$ cat config.mk
export PLATFORM = sky130hd
export DESIGN_NAME = lbp3_window
export DESIGN_NICKNAME = d
export VERILOG_FILES = /design/src/hdl/lbp3_pkg.sv /design/src/hdl/lbp3_window.sv
export SDC_FILE = /design/constraint.sdc
export NUM_CORES = 1
export LEC_CHECK = 0
export BUFFER_PORTS_ARGS = -buffer_cell sky130_fd_sc_hd__buf_2
export CORE_AREA = 2 2 85 87
export CTS_BUF_LIST = sky130_fd_sc_hd__clkbuf_4 sky130_fd_sc_hd__clkbuf_8
export DETAILED_ROUTE_END_ITERATION = 10
export DIE_AREA = 0 0 87 89
export PLACE_DENSITY = 0.71
export SYNTH_ARGS = -nofsm -noshare
export SYNTH_HDL_FRONTEND = slang
export SYNTH_SLANG_ARGS = --single-unit
$ cat constraint.sdc
create_clock -name clk -period 1.6 [get_ports clk]
set_input_delay 0.32 -clock clk [delete_from_list [all_inputs] [get_ports clk]]
set_output_delay 0.32 -clock clk [all_outputs]
set_load 0.005 [all_outputs]
$ cat src/hdl/lbp3_pkg.sv
// ----------------------------------------------------------------------------
// lbp3_pkg
// Types and constants shared by the 3x3 local binary pattern block.
// ----------------------------------------------------------------------------
package lbp3_pkg;

	localparam int PIX_W        = 8;
	localparam int IMG_W_W      = 12;
	localparam int IMG_H_W      = 13;
	localparam int ROW_W        = 12;
	localparam int CFG_DATA_W   = 13;
	localparam int HEIGHT_LIMIT = 4096;

	typedef logic [PIX_W-1:0]      pixel_t;
	typedef logic [PIX_W-1:0]      code_t;
	typedef logic [IMG_W_W-1:0]    img_width_t;
	typedef logic [IMG_H_W-1:0]    img_height_t;
	typedef logic [ROW_W-1:0]      row_t;
	typedef logic [CFG_DATA_W-1:0] cfg_data_t;

	typedef enum logic [1:0] {
		REG_IMAGE_WIDTH     = 2'd0,
		REG_IMAGE_HEIGHT    = 2'd1,
		REG_THRESHOLD_LEVEL = 2'd2,
		REG_TOZERO_ENABLE   = 2'd3
	} cfg_reg_t;

	typedef struct packed {
		pixel_t threshold_level;
		logic   tozero_enable;
		row_t   height_last;
	} pix_cfg_t;

endpackage

$ cat src/hdl/lbp3_window.sv
// ----------------------------------------------------------------------------
// lbp3_window
// Two stored window columns plus the incoming column; neighbour compare.
// ----------------------------------------------------------------------------
module lbp3_window (
	input  logic             clk,
	input  logic             arst_n,
	input  logic             shift,
	input  lbp3_pkg::pixel_t top,
	input  lbp3_pkg::pixel_t mid,
	input  lbp3_pkg::pixel_t bot,
	output lbp3_pkg::code_t  code_word
);
	import lbp3_pkg::*;

	pixel_t win_q [6];
	pixel_t centre;

	always_ff @(posedge clk or negedge arst_n) begin
		if (!arst_n) begin
			for (int i = 0; i < 6; i++) begin
				win_q[i] <= '0;
			end
		end else if (shift) begin
			win_q[0] <= win_q[3];
			win_q[1] <= win_q[4];
			win_q[2] <= win_q[5];
			win_q[3] <= top;
			win_q[4] <= mid;
			win_q[5] <= bot;
		end
	end

	assign centre = win_q[4];

	// bit 7 top-left, clockwise, bit 0 left
	assign code_word = {win_q[0] > centre, win_q[3] > centre, top > centre,
	                    mid > centre, bot > centre, win_q[5] > centre,
	                    win_q[2] > centre, win_q[1] > centre};

endmodule

# Yosys cells after proc, flatten, opt, wreduce, memory -nomap -nowiden
# Index checks and enable logic that the tools add are counted.
# classes
n_lt_le_gt_ge	8
# ops
cell	count
greater-than comparator 8 bit	8
# word_totals
ff_bits	48
word_cells	14
input_bits	27

# Longest topological paths before layout
# Gate-level depths: netlist (run 1).
# logic_depth
ltp_word	1
mapped_depth	6

# Worst setup path after synthesis (run 1)
# Ideal clock, no wire load.
# synth_timing
path_type	register to output
startpoint	register win_q, in the netlist centre[1]
endpoint	output port code_word[4]
stages_incl_launch_ff	7
required_ns	1.280
path_slack_ns	-0.025
t_arrival_ns	1.305
path_cell_list	dfrtp_1 inv_1 ha_1 nor2b_1 o211ai_1 a21oi_1 o22a_1
# synth_via
elab_chain_len	1
# synth_rtl
item	line_no	source
from (decl)	lbp3_window.sv:16	pixel_t win_q [6];
greater-than comparator 8 bit	lbp3_window.sv:38	mid > centre, bot > centre, win_q[5] > centre,
to (decl)	lbp3_window.sv:12	output lbp3_pkg::code_t code_word
# Every way passes these cells.

# Final worst setup path (run 1)
# layout_timing
startpoint	register win_q, in the netlist centre[1]
endpoint	output port code_word[1]
# layout_via
elab_chain_len	1
# layout_rtl
item	line_no	source
greater-than comparator 8 bit	lbp3_window.sv:39	win_q[2] > centre, win_q[1] > centre};
# Every way passes these cells.

==> results of run 1 <==
==> final cells by class <==
type / count / area, um2 / share of cell area, %
clock buffers: 6 / 82.6 / 2.11
clock inverters: 2 / 38.8 / 0.991
inverters: 15 / 58.8 / 1.50
multi-input cells: 212 / 1960 / 50.1
flip-flops and latches: 48 / 1200 / 30.7
well taps: 80 / 100 / 2.56
repair buffers: 64 / 473 / 12.1
==> metrics by stage <==
step / hold slack, ps / cells
detailed placement: 331 / 417
floorplan: 24.4 / 282
CTS: 227 / 426
global route: 249 / 427
finish: 234 / 427
global placement: 329 / 417
==> layout by cell type (no fill, tap or decap) <==
| cell type | synthesis | routed |
|---|---|---|
| a21oi_1 | 32 | 31 |
| a21oi_2 | 0 | 1 |
| buf_12 | 3 | 6 |
| buf_2 | 1 | 34 |
| buf_4 | 0 | 23 |
| bufinv_16 | 0 | 1 |
| clkbuf_8 | 0 | 6 |
| clkinv_4 | 0 | 1 |
| dfrtp_1 | 48 | 48 |
| dlygate4sd3_1 | 0 | 1 |
| ha_1 | 64 | 64 |
| inv_1 | 15 | 11 |
| inv_2 | 0 | 3 |
| inv_4 | 0 | 1 |
| mux2_4 | 36 | 36 |
| nand2_1 | 20 | 20 |
| nand4_1 | 16 | 16 |
| nor2b_1 | 8 | 8 |
| o211ai_1 | 8 | 8 |
| o21ai_0 | 20 | 20 |
| o22a_1 | 8 | 8 |
==> cells by family after synthesis <==
group,share of synthesized area [%]
compound gates,11.8
fa+ha+maj,24.2
buf+inv,4.47
flops,36.3
mux,16.4
simple gates,6.81
==> timing repair <==
item                                    4_1_cts  5_1_grt
hold endpoints to repair                     39        0
gates resized for setup                       4        1
buffers inserted                              0        1
hold buffers                                  1        0
pin swaps                                     1        0
endpoints found under the setup margin        8        8
gates cloned                                  0        0
==> per-layer routing <==
metal  GRT usage [%]  part of all wire [%]  routed length, um
met5               0                     0                  0
met1            26.1                    49               3270
met2            31.8                    47               3110
met4            5.11                   1.6                106
met3            2.68                   2.6                170
==> registers in the layout, indices dropped and copies added, names as in the netlist <==
register  flops
centre        8
win_q        40
==> final timing paths <==
path,from,endpoint,depth (start not counted)
setup reg to reg,centre[0],centre[0],1
setup / recovery,centre[1],code_word[1],7
min in group asynchronous,arst_n,win_q[30],3
max in group asynchronous,arst_n,win_q[32],3
hold reg to reg,win_q[0],win_q[24],2
hold / removal,mid[2],centre[2],3
==> critical path, cell delays in order, from the launching register on <==
cell and delay, ps:
dfrtp_1 430, inv_4 130, ha_1 250, nor2b_1 140
o211ai_1 150, a21oi_1 80, o22a_1 170, buf_2 130
==> power by group through the flow <==
stage	combinational [W]	clock [W]	sequential [W]
2_1_floorplan	0.000773	0	0.00145
3_3_place_gp	0.00112	0	0.00148
3_5_place_dp	0.00117	0	0.00148
4_1_cts	0.00119	0.000970	0.00146
5_1_grt	0.00136	0.00101	0.00148
6_report	0.00119	0.000956	0.00146
==> impl_metrics.py, run 1 <==
metrics = {
    "sta": {
        "rsz0062_at_grt": "yes",
        "setup_viol": 8,
        "worst_pin_slew_ps": 451,
        "min_period_over_period_pct": 132,
        "setup_tns_ps": -3970,
        "final-max-slew-violation-count": 0,
        "max_slew_margin_pct": 69.9,
        "fmax_mhz": 472,
        "clock_skew_ps": 7.58,
        "period_needed_ps": 2120,
        "hold_viol": 0,
        "setup_ws_ps": -519,
    },
    "power_and_ir_drop": {
        "power.density_nw_per_um2": 921,
        "p_leak_nw": 1.95,
        "seqPwrFrac_pct": 40.6,
        "power.switching_w": 0.00109,
        "power.total_w": 0.00360,
        "intPower_w": 0.00251,
        "vdd_drop_max_mv": 0.430,
        "sw_frac_of_total_pct": 30.3,
        "combPwrFrac_pct": 32.9,
        "clock_power_share_pct": 26.5,
    },
    "global_routing": {
        "grt_pass1_wl_um": 11700,
        "grt_pass1_vias": 2471,
        "grt_max_degree": 61,
        "antenna_found_initial": 0,
        "overflow": 0,
        "track_usage_pct": 19.0,
    },
    "synthesis": {
        "yosys_warnings": 0,
        "async_flop_share_pct": 100,
        "netlist_area_um2": 3310,
        "syn_nets": 373,
        "syn-instance-count": 282,
        "synth-seq-cells": 48,
        "synth_edf_count": 0,
        "synthTopCellsByArea": "dfrtp_1 36%, ha_1 24%, mux2_4 16%",
        "synth.most_common_cell": "ha_1",
        "yosysTopAreaCell": "dfrtp_1",
        "yosysTopAreaCellShare_pct": 36.3,
        "ys_types": 15,
        "ys_seq_area_share_pct": 36.3,
        "syn_area_per_cell_um2": 11.7,
        "synth_flop_cell": "dfrtp_1",
        "synth_commonest_cells": "64 x ha_1, 48 x dfrtp_1, 36 x mux2_4",
    },
    "outcome": {
        "failed_checks": "negative setup slack",
        "outcome": "finished with violations",
    },
    "finish": {
        "drive_gt1_share_pct": 32.3,
        "fillers": 562,
        "nNetsFinal": 437,
        "final_area_um2": 3920,
        "post-route-util_pct": 58.3,
        "syn_to_final_growth_pct": 18.4,
        "n_antenna_cell": 0,
    },
    "job": {
        "cap_violations": 0,
    },
    "floorplanning": {
        "ios": 35,
        "initial_core_util_pct": 49.2,
        "core_um2": 6720,
        "die_x_um": 87,
        "rows": 30,
        "die_area_um2": 7740,
        "die_h_um": 89,
    },
    "route": {
        "final_antenna_net_count": 0,
        "drt-total-wl_um": 6660,
        "num_vias": 2368,
        "wl_per_cell_um": 15.6,
        "drtPass1Iterations": 4,
        "drcViolationCount": 0,
        "vias_per_cell": 5.55,
        "drt_iter0_drc": 73,
    },
    "worst_setup_path": {
        "cp-end-kind": "output pin",
        "crit_fanout": 9,
        "ff2ff_setup_slack_ps": 590,
        "cp.arrival_ps": 1800,
        "critPathRequiredTime_ps": 1280,
        "start_kind": "flop",
        "crit_type": "reg -> out",
    },
    "place": {
        "port-buffer-count": 34,
        "dp_slack_ps": -227,
        "placed_area_um2": 3770,
        "gp_congestion": 0.762,
        "hpwl_um": 4900,
    },
    "clocking": {
        "clk_path_buf_depth": 2,
        "cts_buffers": 5,
        "cts_tree": "yes",
        "htreeDepth": 2,
        "cts_sinks": 48,
        "clkLatencyLatePin_ps": 310,
        "cts_root_buf": "clkbuf_8",
        "clk_pin_slew_worst_paths_ps": 100,
    },
    "min_path": {
        "hold_path.class": "in -> reg",
    },
}
Note: power is estimated with default switching activity, not from simulation.
==> run 2, diff against run 1 <==
--- a/config.mk
+++ b/config.mk
@@ -5,6 +5,7 @@
 export SDC_FILE = /design/constraint.sdc
 export NUM_CORES = 1
 export LEC_CHECK = 0
+export ABC_AREA = 1
 export BUFFER_PORTS_ARGS = -buffer_cell sky130_fd_sc_hd__buf_2
 export CORE_AREA = 2 2 85 87
 export CTS_BUF_LIST = sky130_fd_sc_hd__clkbuf_4 sky130_fd_sc_hd__clkbuf_8
==> constraint.sdc (replaced) <==
create_clock -name clk -period 1.7 [get_ports clk]
set_input_delay 0.34 -clock clk [delete_from_list [all_inputs] [get_ports clk]]
set_output_delay 0.34 -clock clk [all_outputs]
set_load 0.005 [all_outputs]
==> impl_metrics.py, run 2 <==
metrics = {
    "clocking": {
        "cts_root_buf": "clkbuf_8",
        "clk_pin_slew_worst_paths_ps": 100,
        "cts_buffers": 5,
        "clk_path_buf_depth": 2,
        "clkLatencyLatePin_ps": 300,
        "cts_tree": "yes",
        "htreeDepth": 2,
        "cts_sinks": 48,
        "cts_hold_buf": 0,
    },
    "global_routing": {
        "grt_pass1_wl_um": 14200,
        "antenna_found_initial": 0,
        "grt_pass1_vias": 3006,
        "overflow": 0,
        "track_usage_pct": 23.6,
        "grt_max_degree": 97,
    },
    "power_and_ir_drop": {
        "intPower_w": 0.00246,
        "power.density_nw_per_um2": 797,
        "p_leak_nw": 2.16,
        "power.switching_w": 0.00134,
        "combPwrFrac_pct": 41.3,
        "sw_frac_of_total_pct": 35.3,
        "vdd_drop_max_mv": 0.480,
        "seqPwrFrac_pct": 36.1,
        "clock_power_share_pct": 22.6,
    },
    "route": {
        "routed.top_layer": "met4",
        "num_vias": 2954,
        "met2_length_um": 4970,
        "wl_met1_um": 3930,
        "dr_wl_met3_um": 379,
        "drt-total-wl_um": 9610,
        "final_antenna_net_count": 0,
        "drtPass1Iterations": 5,
        "vias_per_cell": 5.41,
        "wl_per_cell_um": 17.6,
        "drcViolationCount": 0,
        "drt_iter0_drc": 140,
    },
    "finish": {
        "final_area_um2": 4760,
        "most-common-layout-cells": "60 x nand2_1, 49 x ha_4, 48 x dfrtp_1, 44 x inv_1, 39 x nor2_1",
        "drive_gt1_share_pct": 42.1,
        "nNetsFinal": 556,
        "n_antenna_cell": 0,
        "final_common_cell": "nand2_1",
        "top_register": "win_q",
        "largest_reg_flops": 40,
        "syn_to_final_growth_pct": 42.7,
    },
    "sta": {
        "period_needed_ps": 2100,
        "clock_skew_ps": 5.25,
        "setup_viol": 8,
        "hold_viol": 0,
        "fmax_mhz": 475,
        "worst_pin_slew_ps": 402,
        "max_slew_margin_pct": 73.2,
        "final-max-slew-violation-count": 0,
        "rsz0062_at_grt": "yes",
        "setup_tns_ps": -2780,
        "setup_ws_ps": -403,
        "min_period_over_period_pct": 124,
    },
    "synthesis": {
        "synth.area.mux_share_pct": 0,
        "syn_nets": 499,
        "syn-instance-count": 408,
        "synthAdderAreaFrac_pct": 24.0,
        "synth-seq-cells": 48,
        "synth.most_common_cell": "nand2_1",
        "syn_area_per_cell_um2": 8.18,
        "synthTopCellsByArea": "dfrtp_1 36%, ha_1 24%, nand2_1 10%",
        "synth_flop_cell": "dfrtp_1",
        "synth_xor_area_share_pct": 0,
        "yosys.area_share.simple_pct": 17.4,
        "async_flop_share_pct": 100,
        "yosysTopAreaCell": "dfrtp_1",
        "ys_seq_area_share_pct": 36.0,
        "synth_edf_count": 0,
        "synth_top_family_by_area": "adder cells",
        "yosysTopAreaCellShare_pct": 36.0,
        "synth_commonest_cells": "90 x nand2_1, 64 x ha_1, 54 x nor2_1",
        "synth-compound-area-share_pct": 13.9,
        "yosys_warnings": 0,
        "ys_types": 13,
        "netlist_area_um2": 3340,
    },
    "worst_setup_path": {
        "start_kind": "flop",
        "cp.arrival_ps": 1760,
        "cp-end-kind": "output pin",
        "crit_type": "reg -> out",
        "critPathRequiredTime_ps": 1360,
        "ff2ff_setup_slack_ps": 770,
        "crit_fanout": 3,
    },
    "job": {
        "cap_violations": 0,
    },
    "floorplanning": {
        "ios": 35,
        "die_area_um2": 7740,
        "rows": 30,
        "die_h_um": 89,
        "die_x_um": 87,
        "initial_core_util_pct": 49.7,
        "core_um2": 6720,
    },
    "place": {
        "port-buffer-count": 34,
        "dp_slack_ps": -15.8,
        "hpwl_um": 5300,
        "placed_area_um2": 3710,
        "gp_congestion": 0.866,
    },
    "min_path": {
        "hold_path.class": "in -> async",
    },
    "outcome": {
        "outcome": "finished with violations",
        "failed_checks": "negative setup slack",
    },
}
run 2: final timing paths:
kind                       startpoint           end  cells after the start
setup / recovery            centre[6]  code_word[1]                      9
hold / removal                 arst_n     win_q[24]                      2
setup reg to reg            centre[7]     centre[7]                      4
hold reg to reg             win_q[16]     win_q[40]                      2
max in group asynchronous      arst_n     win_q[16]                      2
min in group clk               top[2]     win_q[18]                      3
run 2: layer usage:
metal / GRT usage (%) / up-vias
met5: 0 / -
met4: 7.24 / 0
met3: 5.36 / 34
met2: 42.1 / 87
met1: 28.4 / 1389
li1: - / 1444
run 2: final cells by class:
cell class	instances	area (um2)
clock buffers	6	76.3
clock inverters	2	35.0
fillers	458	1960
inverters	53	199
multi-input cells	296	2670
flip-flops and latches	48	1200
well taps	80	100
repair buffers	61	478
run 2: critical path, cell delays in order, from the launching register on:
cell and delay (ps):
dfrtp_1 350, inv_2 60, buf_4 150, ha_1 280, nand2_2 60, nor2_2 140
nand3_1 110, nor2_2 130, a21oi_2 50, buf_2 120
run 2: cell families (layout without fill, tap and decap cells):
| kind of cell | after synthesis | after routing |
|---|---|---|
| buffers and inverters | 64 | 122 |
| AOI/OAI and AO/OA | 80 | 80 |
| and+or+nand+nor | 152 | 152 |
| DFF | 48 | 48 |
| adders and majority gates | 64 | 64 |
run 2: stage by stage:
stage | hold WS (ps) | total power, W | std cells | util [%]
after floorplan | 44.4 | 0.00198 | 408 | -
after global placement | 347 | 0.00229 | 532 | 55.3
after detailed placement | 348 | 0.00233 | 532 | 55.3
after CTS | 14.7 | 0.00349 | 544 | 66.1
after global routing | 36.4 | 0.00402 | 546 | 70.9
final | 2.87 | 0.00379 | 546 | 70.9
run 2: power by group through the flow:
stage	combinational [W]	clock, W	sequential, W
CTS	0.00127	0.000865	0.00135
floorplan	0.000648	0	0.00133
global placement	0.000948	0	0.00134
detailed placement	0.000987	0	0.00134
global route	0.00173	0.000904	0.00138
finish	0.00157	0.000857	0.00137
run 2: timing repair:
action,CTS,global route
endpoints found under the setup margin,8,8
pin swaps,34,32
setup buffers,4,2
resized for setup,85,58
