## src/hdl/lbp3_pkg.sv

```systemverilog
// ----------------------------------------------------------------------------
// lbp3_pkg
// Types and constants shared by the 3x3 local binary pattern block.
// ----------------------------------------------------------------------------
package lbp3_pkg;

	localparam int PIX_W        = 8;
	localparam int IMG_W_W      = 12;
	localparam int IMG_H_W      = 13;
	localparam int ROW_W        = 12;
	localparam int CFG_DATA_W   = 13;
	localparam int HEIGHT_LIMIT = 4096;

	typedef logic [PIX_W-1:0]      pixel_t;
	typedef logic [PIX_W-1:0]      code_t;
	typedef logic [IMG_W_W-1:0]    img_width_t;
	typedef logic [IMG_H_W-1:0]    img_height_t;
	typedef logic [ROW_W-1:0]      row_t;
	typedef logic [CFG_DATA_W-1:0] cfg_data_t;

	typedef enum logic [1:0] {
		REG_IMAGE_WIDTH     = 2'd0,
		REG_IMAGE_HEIGHT    = 2'd1,
		REG_THRESHOLD_LEVEL = 2'd2,
		REG_TOZERO_ENABLE   = 2'd3
	} cfg_reg_t;

	typedef struct packed {
		pixel_t threshold_level;
		logic   tozero_enable;
		row_t   height_last;
	} pix_cfg_t;

endpackage

```

## src/hdl/lbp3_if.sv

```systemverilog


interface lbp3_cfg_if;
	import lbp3_pkg::*;
	logic      valid;
	logic      ready;
	cfg_reg_t  index;
	cfg_data_t data;
	modport src (output valid, index, data, input ready);
	modport snk (input valid, index, data, output ready);
endinterface

```

## src/hdl/lbp3_cfg.sv

```systemverilog
// ----------------------------------------------------------------------------
// lbp3_cfg
// Configuration registers and clamped frame geometry.
// ----------------------------------------------------------------------------
module lbp3_cfg #(
	parameter int MAX_WIDTH = 2048
) (
	input  logic                         clk,
	input  logic                         arst_n,
	lbp3_cfg_if.snk                      cfg,
	output logic [$clog2(MAX_WIDTH)-1:0] width_last,
	output lbp3_pkg::pix_cfg_t           pcfg
);
	import lbp3_pkg::*;

	localparam int CW = $clog2(MAX_WIDTH);

	img_width_t  width_q;
	img_height_t height_q;
	pixel_t      level_q;
	logic        enable_q;

	assign cfg.ready = 1'b1;

	always_ff @(posedge clk or negedge arst_n) begin
		if (!arst_n) begin
			width_q  <= IMG_W_W'(2048);
			height_q <= IMG_H_W'(4096);
			level_q  <= PIX_W'(1);
			enable_q <= 1'b1;
		end else if (cfg.valid) begin
			unique case (cfg.index)
				REG_IMAGE_WIDTH:     width_q  <= cfg.data[IMG_W_W-1:0];
				REG_IMAGE_HEIGHT:    height_q <= cfg.data[IMG_H_W-1:0];
				REG_THRESHOLD_LEVEL: level_q  <= cfg.data[PIX_W-1:0];
				REG_TOZERO_ENABLE:   enable_q <= cfg.data[0];
			endcase
		end
	end

	always_comb begin
		priority if (width_q < IMG_W_W'(3)) begin
			width_last = CW'(2);
		end else if (32'(width_q) > MAX_WIDTH) begin
			width_last = CW'(MAX_WIDTH - 1);
		end else begin
			width_last = CW'(width_q - IMG_W_W'(1));
		end
	end

	always_comb begin
		pcfg.threshold_level = level_q;
		pcfg.tozero_enable   = enable_q;
		priority if (height_q < IMG_H_W'(3)) begin
			pcfg.height_last = ROW_W'(2);
		end else if (height_q > IMG_H_W'(HEIGHT_LIMIT)) begin
			pcfg.height_last = ROW_W'(HEIGHT_LIMIT - 1);
		end else begin
			pcfg.height_last = ROW_W'(height_q - IMG_H_W'(1));
		end
	end

endmodule

```

## src/flat_wrapper.sv

```systemverilog
// flat-port wrapper written by rule: the top's interface ports become plain ports
module lbp3_cfg_flat import lbp3_pkg::*;
#(
	parameter int MAX_WIDTH = 2048
)
  (clk, arst_n, width_last, pcfg, cfg_valid, cfg_index, cfg_data, cfg_ready);
  lbp3_cfg_if cfg_i ();
  input  logic clk;
  input  logic arst_n;
  output logic [$clog2(MAX_WIDTH)-1:0] width_last;
  output lbp3_pkg::pix_cfg_t pcfg;
  input wire logic [$bits(cfg_i.valid)-1:0] cfg_valid;
  input wire logic [$bits(cfg_i.index)-1:0] cfg_index;
  input wire logic [$bits(cfg_i.data)-1:0] cfg_data;
  output wire logic [$bits(cfg_i.ready)-1:0] cfg_ready;
  assign cfg_i.valid = cfg_valid;
  assign cfg_i.index = cfg_index;
  assign cfg_i.data = cfg_data;
  assign cfg_ready = cfg_i.ready;
  lbp3_cfg #(.MAX_WIDTH(MAX_WIDTH)) u_core (.clk(clk), .arst_n(arst_n), .cfg(cfg_i), .width_last(width_last), .pcfg(pcfg));
endmodule
```

## config.mk

```make
export PLATFORM = sky130hd
export DESIGN_NAME = lbp3_cfg_flat
export DESIGN_NICKNAME = d
export VERILOG_FILES = /design/src/hdl/lbp3_pkg.sv /design/src/hdl/lbp3_if.sv /design/src/hdl/lbp3_cfg.sv /design/src/flat_wrapper.sv
export SDC_FILE = /design/constraint.sdc
export NUM_CORES = 1
export LEC_CHECK = 0
export BUFFER_PORTS_ARGS = -buffer_cell sky130_fd_sc_hd__buf_4
export CAP_MARGIN = 20
export CORE_MARGIN = 4
export CORE_UTILIZATION = 46
export CTS_BUF_LIST = sky130_fd_sc_hd__clkbuf_4 sky130_fd_sc_hd__clkbuf_8
export CTS_CLUSTER_DIAMETER = 200
export DETAILED_ROUTE_END_ITERATION = 12
export PLACE_DENSITY_LB_ADDON = 0.1
export SLEW_MARGIN = 10
export SYNTH_ARGS = -nofsm -noshare
export SYNTH_HDL_FRONTEND = slang
export SYNTH_SLANG_ARGS = --single-unit
```

## constraint.sdc

```tcl
create_clock -name clk -period 2.85 [get_ports clk]
set_input_delay 0.1425 -clock clk [delete_from_list [all_inputs] [get_ports clk]]
set_output_delay 0.1425 -clock clk [all_outputs]
set_load 0.1 [all_outputs]
```

Word level (Yosys, flattened, before mapping)
Cells that the tools add are included.
- register bits: 34
- input port bits: 18
- word-level logic and storage cells: 22
- add/subtract/negate cells: 2
- magnitude comparators: 4
- equality and inequality tests: 3
- muxes and demuxes: 4
- reductions and logical operators: 5
- operators by type and width (cell ; number):
    $mux 12 ; 2
    $mux 11 ; 2
    $gt 13x13->1 const B ; 1
    $lt 13x2->1 const B ; 1
    $gt 12x12->1 const B ; 1
    $lt 12x2->1 const B ; 1
    $sub 12x1->12 const B ; 1
    $sub 11x1->11 const B ; 1
    $reduce_and 2->1 ; 4
    $eq 2x2->1 const B ; 2
    $eq 2x1->1 const B ; 1
    $logic_not 2->1 ; 1

Depth between registers and ports, before layout
Gate-level depths: netlist (run 1).
- depth in word-level cells: 3
- gate-level depth with buffers: 6
- depth with buffers taken out: 5

Worst setup path before layout (run 1)
OpenSTA, ideal clock, no wires.
- path kind: register to output
- start point: register u_core.width_q[0]
- end point: output port width_last[10]
- arrival time: 3337 ps
- required time: 2707 ps
- slack: -629 ps
- stages on the path, launching flop included: 7
- path buffers: 1
- path through: dfrtp_1 inv_1 ha_1 or3b_2 clkbuf_1 or4_1 a31oi_1
- cells in the longest elaborated chain, start to end: 3
- elaborated cells on any way between the ends: 5
- RTL lines (what ; RTL line ; source):
    from (decl) ; lbp3_cfg.sv:18 ; img_width_t width_q;
    from (signal assigned) ; lbp3_cfg.sv:33 ; REG_IMAGE_WIDTH: width_q <= cfg.data[IMG_W_W-1:0];
    $sub 11x1->11 or $gt 12x12->1 (tied branches) ; lbp3_cfg.sv:47, lbp3_cfg.sv:44 ;
    $mux 11 ; lbp3_cfg.sv:44 ; end else if (32'(width_q) > MAX_WIDTH) begin
    $mux 11 (*) ; lbp3_cfg.sv:42 ; priority if (width_q < IMG_W_W'(3)) begin
    to (decl) ; flat_wrapper.sv:10 ; output logic [$clog2(MAX_WIDTH)-1:0] width_last;
Every way passes the cells marked *; elsewhere a longest branch is shown, timed or not.

==> results of run 1 <==
## power by group through the flow
stage	clock network, mW	logic, mW	registers (mW)
finish	0.363	1.37	0.698
global route	0.393	1.42	0.713
CTS	0.373	1.37	0.695
detailed placement	0	1.36	0.702
global placement	0	1.35	0.696
floorplan	0	0.973	0.826
## per-layer routing
layer  global-route usage (%)  vias to the layer above  share of wire (%)
met5                        0                        -                  0
met3                     4.79                        6                6.4
li1                         -                      770                  -
met1                     23.5                      782                 45
met2                     27.8                       47                 48
met4                     4.63                        0               0.85
## cell families after synthesis
family / Yosys count / share of synthesized area [%]
compound gates: 41 / 15.7
mux: 31 / 17.6
fa+ha+maj: 4 / 2.52
xor+xnor: 5 / 2.21
simple gates: 40 / 14.1
other cells: 1 / 0.189
buf+inv: 18 / 4.60
flops: 34 / 43.1
## placed cells by master, fill, tap and decap left out, types with 6 or more instances in the layout
cell | netlist | layout
sky130_fd_sc_hd__clkbuf_8 | 0 | 6
sky130_fd_sc_hd__buf_4 | 2 | 54
sky130_fd_sc_hd__dfrtp_1 | 30 | 30
sky130_fd_sc_hd__mux2_2 | 31 | 31
sky130_fd_sc_hd__a31oi_2 | 0 | 13
sky130_fd_sc_hd__inv_1 | 6 | 6
sky130_fd_sc_hd__or4_1 | 8 | 8
sky130_fd_sc_hd__or3_1 | 8 | 8
sky130_fd_sc_hd__o31ai_1 | 7 | 7
sky130_fd_sc_hd__o21ai_0 | 8 | 8
## registers in the layout (all words and copies together), names as in the netlist
name             count
u_core.enable_q      1
u_core.height_q     13
u_core.level_q       8
u_core.width_q      12
## through the flow
step / area [µm²] / util [%] / hold slack [ns] / power [mW]
3_5_place_dp: 2470 / 60.4 / 0.115 / 2.06
5_1_grt: 2590 / 63.3 / 0.0943 / 2.52
4_1_cts: 2570 / 63.0 / 0.0725 / 2.43
6_report: 2590 / 63.3 / 0.0801 / 2.43
3_3_place_gp: 2470 / 60.4 / 0.106 / 2.04
2_1_floorplan: 2080 / - / -0.153 / 1.80
## critical path: stages, from the launching register on
cell and delay, ns:
sky130_fd_sc_hd__dfrtp_1 0.44, sky130_fd_sc_hd__inv_1 0.11, sky130_fd_sc_hd__ha_1 0.18, sky130_fd_sc_hd__or3b_2 0.55, sky130_fd_sc_hd__or4_1 0.45, sky130_fd_sc_hd__a31oi_2 0.19, sky130_fd_sc_hd__buf_4 0.31
## area by class of cell
class,instances,share of cell area [%]
Clock buffer,6,3.19
Clock inverter,2,0.483
Inverter,6,0.870
Multi-Input combinational cell,122,43.9
Sequential cell,34,33.1
Tap cell,50,2.42
Timing Repair Buffer,55,16.0
## timing repair
item,CTS,global route
setup endpoints to repair,0,4
gates resized for setup,0,0
hold buffers,1,0
endpoints found under the hold margin,30,0
buffers inserted,0,2
## worst min-delay path by stage
stage	from	end	depth (start not counted)
floorplan	arst_n	u_core.height_q[0]	0
global placement	arst_n	u_core.level_q[6]	1
detailed placement	arst_n	u_core.level_q[6]	1
CTS	cfg_data[11]	u_core.width_q[11]	3
global route	cfg_data[11]	u_core.width_q[11]	3
finish	cfg_data[11]	u_core.width_q[11]	3
==> results.md, run 1 <==
- The run finished with clean final reports.
- For this run, the number of Yosys warnings is 0.
- The most critical setup path has its startpoint at u_core.height_q[0].
- The detail route stage leaves a number of antenna-violating nets equal to 0.
- Summed over all failing endpoints, the final setup total negative slack is 0 ns.
- The total power divided by cell area is 937 nW/µm².
- The max-slew violation count was 0.
- The critical path ends at pcfg[6].
- Setup repair after global routing left no endpoint under its margin.
- The number of global-route vias before repair is ~1500.
- The weighted congestion reported at the end of routability-driven placement is 0.832.
- STA classifies the critical path endpoint as an output port.
- Yosys mapped the design onto 38 distinct sky130hd cell types.
- For the worst flop-to-flop path, the logic depth is 2.
- Row generation in the floorplan step produced 23 rows.
- The kind of launch point of the worst setup path is a flop.
- The area used by multi-input combinational logic is around 1100 µm².
- The predominant post-synthesis flop cell is sky130_fd_sc_hd__dfrtp_1.
- The number of hold violations in the final report is 0.
- The post-synthesis net count is 196.
- Excluding fillers, the count of instances in the completed layout stands at 275.
- In this run, synthesis inferred 0 flip-flops with an integrated enable.
- The clock reaches the later pin of the worst-skew pair after 0.28 ns.
- The area enclosed by the die boundary is 5430 µm².
- In this run, the combinational gates consume 56.3% of the power.
- The summed instance area of the synthesized netlist is ~2000 µm².
- The die outline width is 73.7 µm.
- The remaining design rule violation count is 0.
- The CTS buffer count is 5.
- In this run the critical register-to-register path is captured at u_core.width_q[11].
- Compared with the post-synthesis result, the final layout area differs by 30.4%.
- The worst path setup slack after routing is 0.215 ns.
- The first global-routing pass estimated ~7.3 mm of wire.
- For the pin with the worst max-slew slack, the measured transition is approximately 1.0 ns.
- The post-synthesis area per instance is 11.4 µm².
- The floorplan step defined a core boundary enclosing 4090 µm².
- The count of buffers added on input and output ports is 49.
- The final antenna diode count is 0.
- Sorting the synthesized cells by area gives the leading types as sky130_fd_sc_hd__dfrtp_1 38%, sky130_fd_sc_hd__mux2_2 18%, sky130_fd_sc_hd__dfstp_2 5.3%, sky130_fd_sc_hd__a31oi_1 4.1%, sky130_fd_sc_hd__or4_1 3.0%.
- The required time at the endpoint of the critical path is roughly 2.7 ns.
- The number of nets in the finished design is around 250.
- The cell with the most instances after synthesis is sky130_fd_sc_hd__mux2_2.
- Across all layers, the routed design uses 1605 vias.
- The global-route congestion overflow total is 0.
- The pre-CTS setup slack is 0.390 ns.
- The clock period could shrink to about 2.6 ns.
- The post-synthesis register bit count is 34.
- IR analysis of the VDD net gives a maximum drop of 0.467 mV.
- The layout has roughly 330 filler cells.
- Setup violations remaining at the end of the flow were counted as 0.
- The total net switching power is 1.31 mW.
- Across the run, the number of max-cap violations was 0.
- The clock-pin slew on the worst setup and hold paths is 0.07 ns.
- The combined global-route utilization of all metal layers is 17.5%.
- The internal portion of total power is 1.12 mW.
- The sequential-to-total area share from yosys stat is a little over two fifths.
- For this block, the initial DRC count from the detailed router was 80.
- The critical path in this run is classified as flop to output port.
- The final routed wire length divided by cell count is 16.7 µm.
- The sum of net half-perimeters after detailed placement is roughly 3.5 mm.
- The total clock sinks is 34.
- In the routed layout, each cell is associated on average with a via count of 5.84.
- For this design the top-level I/O count stands at 51.
- The first-pass iteration count of the detailed router is 4.
- The top cell type by total area after synthesis is sky130_fd_sc_hd__dfrtp_1.
- The synthesized instance count is between 150 and 200.
- In the synthesized netlist, the cells that appear most often are 31 x sky130_fd_sc_hd__mux2_2, 30 x sky130_fd_sc_hd__dfrtp_1, 13 x sky130_fd_sc_hd__a31oi_1.
- The arrival time at the worst endpoint is 2.49 ns.
- In this run, flip-flops and latches consume approximately 29% of the power.
- In this run the critical register-to-register path is launched from u_core.width_q[11].
- The classification of the worst-slack hold path is input port to flop.
- Entering global routing, the biggest net connects 35 pins.
- The clock tree synthesis step divided the H-tree into 2 levels.
- The cell sitting at the root of the clock tree is a sky130_fd_sc_hd__clkbuf_8.
- The post-synthesis async set-or-reset flop share is 100%.
- The starting density of the core is around 49%.
- The post-route netlist has 56.0% of its cells at a drive strength greater than 1.
- The height of the die is about 74 µm.
- The register-to-register setup slack is around 1.9 ns.
- In this run the static leakage power is 1.05 nW.
- The max-slew headroom at the worst pin is ~33%.
- The wire length reported by the detailed router is ~4.6 mm.
- The clock tree from TritonCTS is yes.
- The portion of total power attributed to the clock network is 14.9%.
- For this run, the top clock speed supported by timing is between 300 and 400 MHz.
- The portion of synthesized cell area occupied by the leading cell type is 37.8%.
- The maximum count of clock buffers along a single path is 2.
- The cell count after placement is 264.
- The sequential cell area is 856 µm².
- The number of antenna violations at the first check in global routing is 0.
- Of all nets on the critical path, the largest fanout is 7.
- For the final database, setup skew stands at 0 ns.
- The share of total power consumed by net switching is 53.9%.
- In the finished design, the share of the clock period the worst path needs comes to between 90% and 100%.
Note: power is estimated with default switching activity, not from simulation.
==> inputs of run 2 (changes only) <==
Settings changed: CELL_PAD_IN_SITES_DETAIL_PLACEMENT set to 2, CELL_PAD_IN_SITES_GLOBAL_PLACEMENT set to 2, CORE_UTILIZATION 46 to 37, PLACE_DENSITY set to 0.89, PLACE_DENSITY_LB_ADDON 0.1 to not set, SLEW_MARGIN 10 to not set.
==> run 2 against run 1 <==
Effect of this change: sequential power increased by 2%; design area increased by 1.2%; critical endpoint is now width_last[10]; flip-flop and latch count is the same; total power grew 2.2%; die area grew 22%; maximum frequency fell by 3.3%; clock power about the same; via count up 5.0%; routed wire length grew 40%.
==> results.md, run 2 (same netlist as run 1, synthesis figures left out) <==
- The vias per cell is 5.68 (-2.7%).
- The number of nets in the finished design came to 248 (+0.81%).
- The global-route wire length before repair is 10.7 mm (+46%).
- The number of top-level pins is 51 (unchanged).
- The weighted congestion reported at the end of routability-driven placement is 0.788 (-5.3%).
- The max-cap check violation count came to 0 (unchanged).
- The internal portion of total power is 1.11 mW (-1.1%).
- The routed length on met1 was 2.63 mm (+28%).
- The final setup violation count came to 0 (unchanged).
- The library cell used most frequently in the layout, excluding fill and tap cells, is sky130_fd_sc_hd__buf_4.
- The max-slew violation count is 0 (unchanged).
- The clock latency of the later-clocked register in the worst-skew pair was 0.29 ns (about the same).
- The reported leakage power is 1.06 nW (+1.1%).
- The remaining design rule violation count is 0 (unchanged).
- The portion of total power attributed to the clock network was 14.6% (-0.3 points).
- The worst flop-to-flop path startpoint is u_core.width_q[11].
- The maximum number of pins on one net before global-route repair is 35 (unchanged).
- The final critical-path share of the clock period is 95.6% (+3.2 points).
- The global-route congestion overflow total was 0 (unchanged).
- The slowest cell on the critical path is sky130_fd_sc_hd__or3b_2.
- The cell at the root of the clock tree is sky130_fd_sc_hd__clkbuf_8.
- The combinational power share is 56.7% (+0.4 points).
- The cell count after placement is 286 (+8.3%).
- The total of fill cells in the finished design was 550 (+65%).
- The number of hold violations in the final report is 0 (unchanged).
- The number of global-route vias before repair is 1931 (+28%).
- The first-pass iteration count of the detailed router was 4 (unchanged).
- The launch point of the worst hold path is cfg_data[11].
- The fmax is 367 MHz (-3.3%).
- The maximum vdd ir drop was 0.472 mV (+1.2%).
- The CTS buffer count is 5 (unchanged).
- The standard cell core area is 5140 µm² (+26%).
- The wire length reported by the detailed router is 6.45 mm (+40%).
- The total net switching power is 1.37 mW (+5.0%).
- The total power divided by cell area is 946 nW/µm² (+0.95%).
- The total power came to 2.48 mW (+2.2%).
- In the layout the commonest cells are 56 x sky130_fd_sc_hd__buf_4, 31 x sky130_fd_sc_hd__mux2_2, 30 x sky130_fd_sc_hd__dfrtp_1, 13 x sky130_fd_sc_hd__a31oi_2.
- The fraction of layout instances using a drive strength above 1 is 56.4% (+0.39 points).
- The worst setup path is launched from a flop.
- The worst clock skew came to 0 ns (unchanged).
- The final antenna diode count is 0 (unchanged).
- The count of buffer and inverter cells on the critical path came to 2 (unchanged).
- The worst path setup slack after routing is 0.124 ns (-0.0905 ns).
- The starting density of the core is 38.6% (-10 points).
- The combined global-route utilization of all metal layers is 21.7% (+4.2 points).
- The number of antenna violations at the first check in global routing is 0 (unchanged).
- The critical path launch point is u_core.width_q[0].
- The critical path goes through inv_1 > ha_1 > or3b_2 > or4_1 > a31oi_2 > buf_4.
- The total of buffers placed on input and output ports is 49 (unchanged).
- The post-placement cell area came to 2510 µm² (+1.6%).
- TritonCTS built the clock tree.
- Setup repair after global routing left no endpoint under its margin.
- The die outline width is 81.3 µm (+10%).
- The sum of net half-perimeters after detailed placement is 4.56 mm (+30%).
- The detailed route wirelength on metal3 is 250 µm (-15%).
- The final instance count without filler cells is 297 (+8.0%).
- The top routing layer in use is met4.
- The top fanout value on the critical path is 8 (+1).
- The max-slew headroom at the worst pin was 56.5% (+24 points).
- Relative to the synthesized area, the layout overhead comes to 31.9%.
- The share of total power consumed by net switching was 55.3% (+1.5 points).
- The fraction of power consumed by sequential logic is 28.7% (about the same).
- The post-route setup TNS came to 0 ns (unchanged).
- The final routed wire length divided by cell count is 21.7 µm (+30%).
- STA classifies the critical path endpoint as an output port.
- The arrival time at the worst endpoint is 2.58 ns (+0.09 ns).
- The utilization after layout is 51.0% (-12 points).
- In the final layout, the registers with the most flip-flops are u_core.height_q x13, u_core.width_q x12, u_core.level_q x8.
- The clock-pin slew on the worst setup and hold paths is 0.08 ns (about the same).
- The actual transition at the worst max-transition pin is 0.651 ns (-0.352 ns).
- The maximum count of clock buffers along a single path came to 2 (unchanged).
- The largest incremental delay on the critical path is 0.59 ns (+0.04 ns).
- The CTS H-tree depth came to 2 (unchanged).
- The DRC marker count from the first detailed-route iteration is 72 (-10%).
- The height of the die was 81.3 µm (+10%).
- The total via count in the routed design is 1686 (+5.0%).
- The hold slack came to 0.0750 ns (-0.00516 ns).
- The number of core rows was 26 (+13%).
- The worst hold path belongs to the class input port to flop.
- Counting flops per register, the top entry is u_core.height_q.
- The number of flip-flops in the largest register was 13 (unchanged).
- The area enclosed by the die boundary is 6600 µm² (+22%).
- The required time at the endpoint of the critical path is 2.71 ns (about the same).
- By startpoint and endpoint, the worst setup path is classified as flop to output port.
- The number of antenna-violating nets in the routed design is 0 (unchanged).
- The family with the most delay on the worst path is simple AND/OR/NAND/NOR gates.
- The clock period minus worst slack was 2.73 ns (+0.0905 ns).
- The pre-CTS setup slack came to 0.338 ns (-0.0516 ns).
- The run finished with clean final reports.
- The routed length on met2 came to 3.44 mm (+55%).
- The total clock sinks is 34 (unchanged).
- The post-route cell area is 2620 µm² (+1.2%).
## run 2: cell types whose count changed in the layout (fill, tap and decap cells not counted), sizes merged
cell | previous run | this run
buf | 54 | 56
clkinvlp | 1 | 0
clkinv | 1 | 2
## run 2: worst paths after layout
kind / endpoint / slack [ns] / depth (start not counted)
hold reg to reg: u_core.level_q[4] / 0.52 / 1
setup reg to reg: u_core.width_q[11] / 1.90 / 2
setup / recovery: width_last[10] / 0.12 / 6
min in group asynchronous: u_core.width_q[0] / 0.34 / 2
max in group asynchronous: u_core.height_q[12] / 2.16 / 2
hold / removal: u_core.width_q[11] / 0.07 / 3
## run 2: power groups by stage
stage	registers, mW	clock network, mW	logic [mW]
after floorplan	0.826	0	0.973
after global placement	0.699	0	1.36
after detailed placement	0.713	0	1.39
after CTS	0.710	0.376	1.41
after global routing	0.730	0.399	1.46
final	0.712	0.362	1.41
## run 2: metal layers
metal  vias up  global-route usage (%)
met3        12                    5.10
met2        37                    37.6
li1        769                       -
met4         0                    7.26
met1       868                    26.3
met5         -                       0
## run 2: final cells by class
| type | instances | area, µm² | area share (%) |
|---|---|---|---|
| clock buffers | 6 | 76.3 | 2.91 |
| clock inverters | 2 | 10.0 | 0.382 |
| inverters | 6 | 22.5 | 0.860 |
| multi-input cells | 122 | 1140 | 43.4 |
| flip-flops and latches | 34 | 856 | 32.7 |
| well taps | 70 | 87.6 | 3.34 |
| repair buffers | 57 | 430 | 16.4 |
## run 2: tightest hold or removal path, stage by stage
cell and delay, ns:
sky130_fd_sc_hd__buf_4 0.09, sky130_fd_sc_hd__nand2_1 0.04, sky130_fd_sc_hd__o21ai_0 0.07
## run 2: timing repair
action                                  4_1_cts  5_1_grt
buffers inserted                              2        0
hold buffers                                  1        0
gates resized for setup                       0        0
endpoints found under the setup margin        6        0
endpoints found under the hold margin        30        0
==> inputs of run 3 (changes only) <==
Settings changed: CORE_ASPECT_RATIO set to 1.1, CORE_UTILIZATION 37 to 36, CTS_BUF_LIST sky130_fd_sc_hd__clkbuf_4 sky130_fd_sc_hd__clkbuf_8 to sky130_fd_sc_hd__clkbuf_16, PLACE_DENSITY 0.89 to 0.87.
==> run 3 against run 2 <==
Effect of this change: routed wire length decreased by 6.4%; total power increased by 4.9%; non-clock buffer count fell by 1; maximum frequency increased by 1.1%; largest power group unchanged.
==> results.md, run 3 (same netlist as run 1, synthesis figures left out) <==
- The flow ran to the end, and the final reports show no timing, DRC or antenna violations.
- The count of buffer and inverter cells on the critical path is 2 (unchanged).
- The fmax is 371 MHz (+1.1%).
- The first-pass iteration count of the detailed router is 4 (unchanged).
- The sum of net half-perimeters after detailed placement is 4.53 mm (-0.71%).
- Tracing the worst setup path back leads to its startpoint at u_core.height_q[0].
- The global-route congestion overflow total came to 0 (unchanged).
- The number of hold violations in the final report is 0 (unchanged).
- Leaving out fill and tap cells, the most frequent cell in the layout is sky130_fd_sc_hd__buf_4.
- Walking the worst path, the cells encountered are inv_1 > ha_1 > or3b_2 > or4_4 > a31oi_4 > buf_4.
- The number of antenna-violating nets in the routed design came to 0 (unchanged).
- The die outline width is 78.8 µm (-3.0%).
- The worst path setup slack after routing came to 0.153 ns (+0.0290 ns).
- The largest registers in the layout are u_core.height_q x13, u_core.width_q x12, u_core.level_q x8.
- The total clock sinks is 34 (unchanged).
- The number of core rows is 28 (+7.7%).
- The final critical-path share of the clock period was 94.6% (-1.0 points).
- The tree is rooted in a sky130_fd_sc_hd__clkbuf_16.
- The terminus of the critical flop-to-flop path is u_core.width_q[11].
- The total via count in the routed design is 1649 (-2.2%).
- The max-slew headroom at the worst pin is 51.4% (-5.1 points).
- The top fanout value on the critical path is 7 (-1).
- The final antenna diode count is 0 (unchanged).
- The max-slew violation count is 0 (unchanged).
- The clock-pin slew on the worst setup and hold paths is 0.05 ns (-0.03 ns).
- The DRC marker count from the first detailed-route iteration is 49 (-32%).
- The worst setup path is captured at an output port.
- The logic depth of the worst setup path including buffers is 6 (unchanged).
- The reported leakage power came to 1.08 nW (+1.9%).
- The critical path capture point is pcfg[10].
- The number of nets in the finished design is 247 (-0.40%).
- The clock period minus worst slack was 2.70 ns (-0.0290 ns).
- The clock tree from TritonCTS is yes.
- The register-to-register setup slack is 1.89 ns (about the same).
- The maximum count of clock buffers along a single path is 2 (unchanged).
- The starting density of the core came to 37.0% (-1.6 points).
- The combined global-route utilization of all metal layers was 19.3% (-2.4 points).
- The largest incremental delay on the critical path was 0.56 ns (-0.03 ns).
- u_core.height_q holds more flip-flops than any other register.
- The worst setup path is launched from a flop.
- The number of antenna violations at the first check in global routing was 0 (unchanged).
- The vias per cell is 5.48 (-3.5%).
- The maximum vdd ir drop is 0.629 mV (+33%).
- The worst clock skew is 0 ns (unchanged).
- The worst register-to-register path begins at u_core.width_q[11].
- The required time at the endpoint of the critical path was 2.71 ns (about the same).
- The utilization after layout is 49.9% (-1.1 points).
- The total power was 2.60 mW (+4.9%).
- The global-route wire length before repair is 10.1 mm (-5.4%).
- The cell family contributing the most delay on the critical path is simple AND/OR/NAND/NOR gates.
- The count of cells along the worst register-to-register path is 2 (unchanged).
- The max-cap check violation count was 0 (unchanged).
- The number of top-level pins is 51 (unchanged).
- From synthesis to final layout, the design area changed by 34.7%.
- The weighted congestion reported at the end of routability-driven placement is 0.747 (-5.1%).
- The maximum number of pins on one net before global-route repair is 35 (unchanged).
- The type of the worst setup path is flop to output port.
- The fraction of layout instances using a drive strength above 1 is 55.3% (-1.1 points).
- The largest individual stage delay along the critical path comes from the cell sky130_fd_sc_hd__or3b_2.
- The wire length reported by the detailed router was 6.04 mm (-6.4%).
- The arrival time at the worst endpoint is 2.55 ns (-0.03 ns).
- The CTS buffer count is 5 (unchanged).
- The classification of the worst-slack hold path is input port to flop.
- The remaining design rule violation count was 0 (unchanged).
- The number of flip-flops in the largest register came to 13 (unchanged).
- The height of the die came to 85.9 µm (+5.7%).
- The area enclosed by the die boundary is 6770 µm² (+2.5%).
- The standard cell core area is 5360 µm² (+4.3%).
- The CTS H-tree depth is 2 (unchanged).
- The total power divided by cell area came to 973 nW/µm² (+2.8%).
- In the layout the commonest cells are 54 x sky130_fd_sc_hd__buf_4, 31 x sky130_fd_sc_hd__mux2_2, 30 x sky130_fd_sc_hd__dfrtp_1, 13 x sky130_fd_sc_hd__a31oi_2.
- The final routed wire length divided by cell count is 20.1 µm (-7.6%).
- The final setup violation count is 0 (unchanged).
- The clock latency of the later-clocked register in the worst-skew pair is 0.27 ns (-0.02 ns).
- The post-route setup TNS is 0 ns (unchanged).
- The actual transition at the worst max-transition pin is 0.723 ns (+0.0716 ns).
- The total of fill cells in the finished design is 547 (-0.55%).
- The number of global-route vias before repair is 1897 (-1.8%).
- The pre-CTS setup slack came to 0.305 ns (-0.0333 ns).
- The total of buffers placed on input and output ports came to 49 (unchanged).
- Setup repair after global routing left no endpoint under its margin.
run 3: cell types whose count changed in the layout (fill, tap and decap cells not counted):
cell,change
sky130_fd_sc_hd__clkbuf_8,-5
sky130_fd_sc_hd__clkinv_2,-1
sky130_fd_sc_hd__buf_4,-2
sky130_fd_sc_hd__clkinv_1,+1
sky130_fd_sc_hd__inv_1,+1
sky130_fd_sc_hd__buf_6,+1
sky130_fd_sc_hd__clkbuf_16,+5
sky130_fd_sc_hd__clkbuf_4,-1
run 3: area by class of cell:
type	count	area [µm²]	share of cell area, %
flip-flops and latches	34	856	32.0
well taps	75	93.8	3.51
multi-input cells	122	1140	42.5
repair buffers	56	427	16.0
clock buffers	5	125	4.68
inverters	6	22.5	0.842
clock inverters	3	12.5	0.468
run 3: layer usage:
layer  global-route usage (%)  routed length (µm)  vias up
li1                         -                   -      770
met1                     22.2                2340      844
met2                     36.9                3450       33
met3                     4.31                 223        2
met4                     3.28                  18        0
met5                        0                   0        -
run 3: power by group:
| group | internal, mW | switching, mW | leakage [nW] | total (mW) |
|---|---|---|---|---|
| clock network | 0.315 | 0.181 | 0.0724 | 0.496 |
| logic | 0.349 | 1.05 | 0.608 | 1.40 |
| registers | 0.582 | 0.124 | 0.398 | 0.707 |
| total | 1.25 | 1.35 | 1.08 | 2.60 |
run 3: repair_timing:
item                                    in CTS  in global routing
pin swaps                                    1                  0
resized for setup                            0                  1
endpoints found under the hold margin       30                  0
hold buffers                                 1                  0
endpoints found under the setup margin       1                  1
buffers inserted                             2                  0
run 3: per-stage QoR:
stage | instances | cell area, µm² | hold WS (ns)
after floorplan | 174 | 2080 | -0.153
after global placement | 290 | 2510 | 0.110
after detailed placement | 290 | 2510 | 0.115
after CTS | 301 | 2670 | 0.111
after global routing | 301 | 2670 | 0.113
final | 301 | 2670 | 0.106
run 3: worst min-delay path by stage:
stage	slack, ns	to	cells past startpoint	startpoint
finish	0.11	u_core.width_q[11]	3	cfg_data[11]
global placement	0.11	u_core.width_q[1]	1	arst_n
detailed placement	0.11	u_core.width_q[1]	1	arst_n
CTS	0.11	u_core.height_q[10]	2	cfg_data[10]
global route	0.11	u_core.width_q[8]	2	cfg_data[8]
floorplan	-0.15	u_core.height_q[0]	0	arst_n
run 3: worst min-delay path, delay by kind of cell:
family / cells / cell delay, ns
buffers and inverters: 1 / 0.09
AOI/OAI and AO/OA: 1 / 0.07
and+or+nand+nor: 1 / 0.04
